`src/rtl/scd_pkg.sv`:
```
// Shared types, constants and helpers of the 37-point corner detector.
// Used by every module under rtl; depends on nothing.
package scd_pkg;

    localparam int MAX_WIDTH_DEF = 2048;
    localparam int MASK_RADIUS   = 3;
    localparam int WIN           = 2 * MASK_RADIUS + 1;
    localparam int MASK_POINTS   = 37;
    localparam int HEIGHT_CAP    = 2048;
    localparam int DIM_MIN       = 4;
    localparam int ROW_W         = 12;
    localparam int POS_W         = 14;

    localparam logic [7:0]  BT_RESET = 8'd101;
    localparam logic [5:0]  GT_RESET = 6'd9;
    localparam logic [11:0] IW_RESET = 12'd640;
    localparam logic [11:0] IH_RESET = 12'd480;

    typedef enum logic [1:0] {
        CFG_BT     = 2'd0,
        CFG_GT     = 2'd1,
        CFG_WIDTH  = 2'd2,
        CFG_HEIGHT = 2'd3
    } t_cfg_idx;

    typedef struct packed {
        logic       mode;
        logic [7:0] gray_pixel;
    } t_in;

    typedef struct packed {
        logic        corner_flag;
        logic [5:0]  corner_response;
        logic [10:0] pixel_row;
        logic [10:0] pixel_column;
        logic        frame_last;
    } t_out;

    // per-word control tag carried down the pipe
    typedef struct packed {
        logic [7:0]  pix;
        logic [1:0]  vlo;
        logic [1:0]  vhi;
        logic [1:0]  clo;
        logic [1:0]  chi;
        logic        cin;
        logic        emit;
        logic        last;
        logic        ledge;
        logic        redge;
        logic [10:0] orow;
        logic [10:0] ocol;
    } t_tag;

    typedef logic [WIN-1:0][7:0] t_gvec;
    typedef logic [2:0][5:0]     t_rvec;

    // slot of a reflected tap, lo/hi = distance to first/last row or column, capped at 3
    function automatic logic [2:0] refl_slot(input int d, input logic [1:0] lo,
                                             input logic [1:0] hi);
        int s;
        if (d < -int'(lo)) begin
            s = 2 - 2 * int'(lo) - d;
        end else if (d > int'(hi)) begin
            s = 2 * int'(hi) + 4 - d;
        end else begin
            s = d + MASK_RADIUS;
        end
        return 3'(s);
    endfunction

    function automatic int mask_span(input int dy);
        int s;
        if (dy == 3 || dy == -3) begin
            s = 1;
        end else if (dy == 2 || dy == -2) begin
            s = 2;
        end else begin
            s = 3;
        end
        return s;
    endfunction

    function automatic logic [1:0] clip3(input logic signed [POS_W-1:0] v);
        return (v >= 14'sd3) ? 2'd3 : v[1:0];
    endfunction

endpackage

```
`src/rtl/scd_resp_unit.sv`:
```
// 7x7 window of column vectors, 37 parallel similarity tests and the response.
// Uses scd_pkg.
module scd_resp_unit (
    input  logic           i_clk,
    input  logic           i_load,
    input  scd_pkg::t_gvec i_vec,
    input  logic           i_mv,
    input  logic [1:0]     i_clo,
    input  logic [1:0]     i_chi,
    input  logic [7:0]     i_bt,
    input  logic [5:0]     i_gt,
    input  logic           i_cin,
    output logic [5:0]     o_resp
);
    import scd_pkg::*;

    t_gvec                  r_win [WIN];
    logic [MASK_POINTS-1:0] r_sim;
    logic [MASK_POINTS-1:0] w_sim;
    logic [5:0]             w_cnt;

    always_ff @(posedge i_clk) begin
        if (i_load) begin
            for (int j = 0; j < WIN - 1; j++) begin
                r_win[j] <= r_win[j+1];
            end
            r_win[WIN-1] <= i_vec;
        end
        if (i_mv) begin
            r_sim <= w_sim;
        end
    end

    always_comb begin
        int         k;
        logic [7:0] a;
        logic [7:0] c;
        logic [7:0] d;
        k = 0;
        a = '0;
        d = '0;
        c = r_win[MASK_RADIUS][MASK_RADIUS];
        w_sim = '0;
        for (int dy = -MASK_RADIUS; dy <= MASK_RADIUS; dy++) begin
            for (int dx = -3; dx <= 3; dx++) begin
                if (dx >= -mask_span(dy) && dx <= mask_span(dy)) begin
                    a = r_win[refl_slot(dx, i_clo, i_chi)][dy + MASK_RADIUS];
                    d = (a > c) ? a - c : c - a;
                    w_sim[k] = (d <= i_bt);
                    k = k + 1;
                end
            end
        end
    end

    assign w_cnt  = 6'($countones(r_sim));
    assign o_resp = (i_cin && w_cnt < i_gt) ? i_gt - w_cnt : 6'd0;

endmodule

```
`config.mk`:
```
export PLATFORM = sky130hd
export DESIGN_NAME = scd_resp_unit
export DESIGN_NICKNAME = d
export VERILOG_FILES = /design/src/rtl/scd_pkg.sv /design/src/rtl/scd_resp_unit.sv
export SDC_FILE = /design/constraint.sdc
export NUM_CORES = 2
export LEC_CHECK = 0
export ABC_AREA = 0
export BUFFER_PORTS_ARGS = -buffer_cell sky130_fd_sc_hd__buf_4
export CELL_PAD_IN_SITES_DETAIL_PLACEMENT = 2
export CELL_PAD_IN_SITES_GLOBAL_PLACEMENT = 2
export CORE_MARGIN = 4
export CORE_UTILIZATION = 43
export CTS_BUF_LIST = sky130_fd_sc_hd__clkbuf_4 sky130_fd_sc_hd__clkbuf_8
export CTS_CLUSTER_SIZE = 12
export DETAILED_ROUTE_END_ITERATION = 10
export PLACE_DENSITY_LB_ADDON = 0.1
export REMOVE_ABC_BUFFERS = 1
export SLEW_MARGIN = 20
export SYNTH_ARGS = -nofsm -noshare
export SYNTH_HDL_FRONTEND = slang
export SYNTH_SLANG_ARGS = --single-unit
```
`constraint.sdc`:
```
create_clock -name i_clk -period 12.2 [get_ports i_clk]
set_input_delay 0.61 -clock i_clk [delete_from_list [all_inputs] [get_ports i_clk]]
set_output_delay 0.61 -clock i_clk [all_outputs]
set_load 0.005 [all_outputs]
```
==> reports/metrics.yaml <==
final_layout:
  layout-drive-gt1-share_pct: 9.40
  multiInputGateArea_mm2: 0.0424
  layout_commonest_cell: "ha_1"
  fillers: 14500
  stdcell_area_mm2: 0.0623
  nets: 7444
  area_growth_syn_to_layout_pct: 8.01
  seqCellArea_mm2: 0.0129
  layout_common_cells: "ha_1 (910), nand2_1 (800), a21oi_1 (671), edfxtp_1 (429), mux2i_1 (393)"
sta:
  period_share_pct: 64.9
  slew_viol_final: 0
  period_minus_slack_ps: 7910
  setup-violations-final: 0
  fmax_ghz: 0.126
  worst_pin_slew_ps: 1160
  rsz0062_at_grt: "no"
  hold_violations: 0
  fin_skew_ps: 31.2
  finalSetupTns_ps: 0
  slew_headroom_pct: 22.6
grt:
  grt_pass1_vias: 57600
  grt_pass1_wl_um: 378000
  grtUsageTotal_pct: 35.2
  grt-ovfl-total: 0
  antenna_found_initial: 3
  grt_max_degree: 151
worst_setup_path:
  slowest_stage: "fa_1"
  cpPeakStageDelay_ps: 620
  endpoint_kind: "output port"
  worstPathArrival_ps: 7300
  worstPathCellList: "fa_1, ha_1, inv_1, fa_1, inv_1, fa_1, inv_1, fa_1, fa_1, inv_1, ha_1, inv_1, fa_1, xor2_1, ha_1, nor2b_1, o21ai_0, a21oi_1, o21ai_1, nor3_1, buf_4"
  cp-start-kind: "register"
  critPathMostFrequentCell: "fa_1"
  cp.required_ps: 11590
  path_buf_inv: 6
  critPathMaxFanout: 6
  crit_family: "adder cells"
  path_class: "register to output port"
detailed_routing:
  via_count: 53800
  via_per_inst: 6.57
  firstDrtPassIters: 6
  drcViolationCount: 0
  antenna_left: 0
  routed_wl_um: 255000
  routedWlPerCell_um: 31.2
  drt_iter0_markers: 4949
run_status:
  status: "finished clean"
synthesis:
  async_reset_ff_share_pct: 0
  yosysWarnings: 0
  synth-xor-area-share_pct: 2.75
  yosysSeqAreaShare_pct: 22.3
  yosysUniqueCellTypes: 75
  synth_compound_area_share_pct: 19.6
  synth_top_family_by_area: "adder cells"
  synth_cells: 6402
  ys.flop_type: "edfxtp_1"
  synth_simple_gate_area_share_pct: 15.3
  synthAdderAreaFrac_pct: 23.4
  netlist_area_mm2: 0.0577
  synth_area_leaders: "edfxtp_1 (22%), ha_1 (20%), mux2i_1 (6.8%)"
  yosysTopAreaCell: "edfxtp_1"
  synth_area_per_cell_um2: 9.01
  synthMuxAreaShare_pct: 12.2
  synth_edf_count: 429
  synth_top_area_share_pct: 22.3
  synth_seq_cells: 429
clock_network:
  clockBufferDepth: 3
  cts_resized: 0
  postCtsHoldBufs: 56
  tritoncts: "done"
  cts.clk_slew.worst_paths_ps: 60
  clock_sinks: 429
  htreeDepth: 3
  postCtsSetupRepairBufs: 0
  cts_root_buf: "clkbuf_8"
  numCtsBuffers: 92
  worstSkewPairLatency_ps: 810
hold_path:
  hp-class: "primary input to register"
power:
  ir_worst_vdd_mv: 1.04
  power.leakage_nw: 27.7
  power_density_mw_per_mm2: 236
floorplanning:
  dieArea_mm2: 0.140
  die-height_um: 374
  initial_core_util_pct: 43.3
  die_x_um: 374
  fp.coreArea_mm2: 0.133
  placementRows: 134
  io_pins: 84
place:
  place.gp.congestion: 0.902
  portBuffers: 83
  placed_cell_area_mm2: 0.0598
  dp_hpwl_um: 175000
job:
  cap_viol_max_count: 0
-- metrics by stage --
step	power [mW]	utilization (%)	cells	setup slack, ps	hold slack, ps
after CTS	14.6	46.7	8190	4280	277
after floorplan	10.2	-	6036	486	441
final	14.7	46.7	8193	4290	288
after global placement	12.2	44.8	7966	4570	453
after detailed placement	12.8	44.8	7966	4350	470
after global routing	16.1	46.7	8193	4070	319
-- cells in the mapped netlist (all sizes together) (99+ instances only) --
cell type / instances
xor2: 114
nor2: 242
a21o: 238
fa: 103
and2: 99
buf: 157
inv: 247
nor2b: 101
nand4: 110
a31oi: 153
mux2i: 393
edfxtp: 429
a211oi: 138
nand2: 804
clkbuf: 209
a21oi: 673
o21ai: 202
ha: 914
nand3: 132
-- final timing paths --
| path | start | end | slack [ps] | depth (start not counted) |
|---|---|---|---|---|
| worst max-delay path | r_sim[5]$_DFFE_PP_ | o_resp[3] | 4290 | 21 |
| worst min-delay path | i_load | r_win[4][13]$_DFFE_PP_ | 290 | 1 |
| worst max register to register | r_win[3][31]$_DFFE_PP_ | r_sim[17]$_DFFE_PP_ | 6500 | 17 |
| worst min register to register | r_win[4][7]$_DFFE_PP_ | r_win[3][7]$_DFFE_PP_ | 490 | 0 |
-- layout make-up --
cell class                 count  area share, %
inverter                     248           1.53
timing repair buffer         219           3.00
clock inverter                54          0.802
clock buffer                 114           2.30
multi-input combinational   5359           68.1
antenna                        2        0.00804
sequential                   429           20.7
tap                         1768           3.55
-- flip-flops by register name, indices dropped and copies added, names as in the netlist --
register	cells
r_sim	37
r_win	392
-- cell families (layout without fill, tap and decap cells) --
group | Yosys count | in the layout
DFF | 429 | 429
xor gates and xnor gates | 181 | 181
muxes | 578 | 578
other | 0 | 2
AOI/OAI and AO/OA | 1743 | 1743
adders and majority gates | 1017 | 1017
buffers and inverters | 614 | 635
and+or+nand+nor | 1840 | 1840
-- power by group --
part	internal, mW	switching, mW
sequential	1.80	0.200
clock	0.950	0.826
combinational	4.43	6.50
total	7.19	7.53
-- routing by layer --
metal  vias up  share of wire (%)  track usage, %
li1      23600                  -               -
met1     27800                 44            47.0
met2      1914                 46            58.5
met3       502                5.9            4.07
met4         2                4.4            13.7
met5         -             0.0071               0
Note: power is estimated with default switching activity, not from simulation.
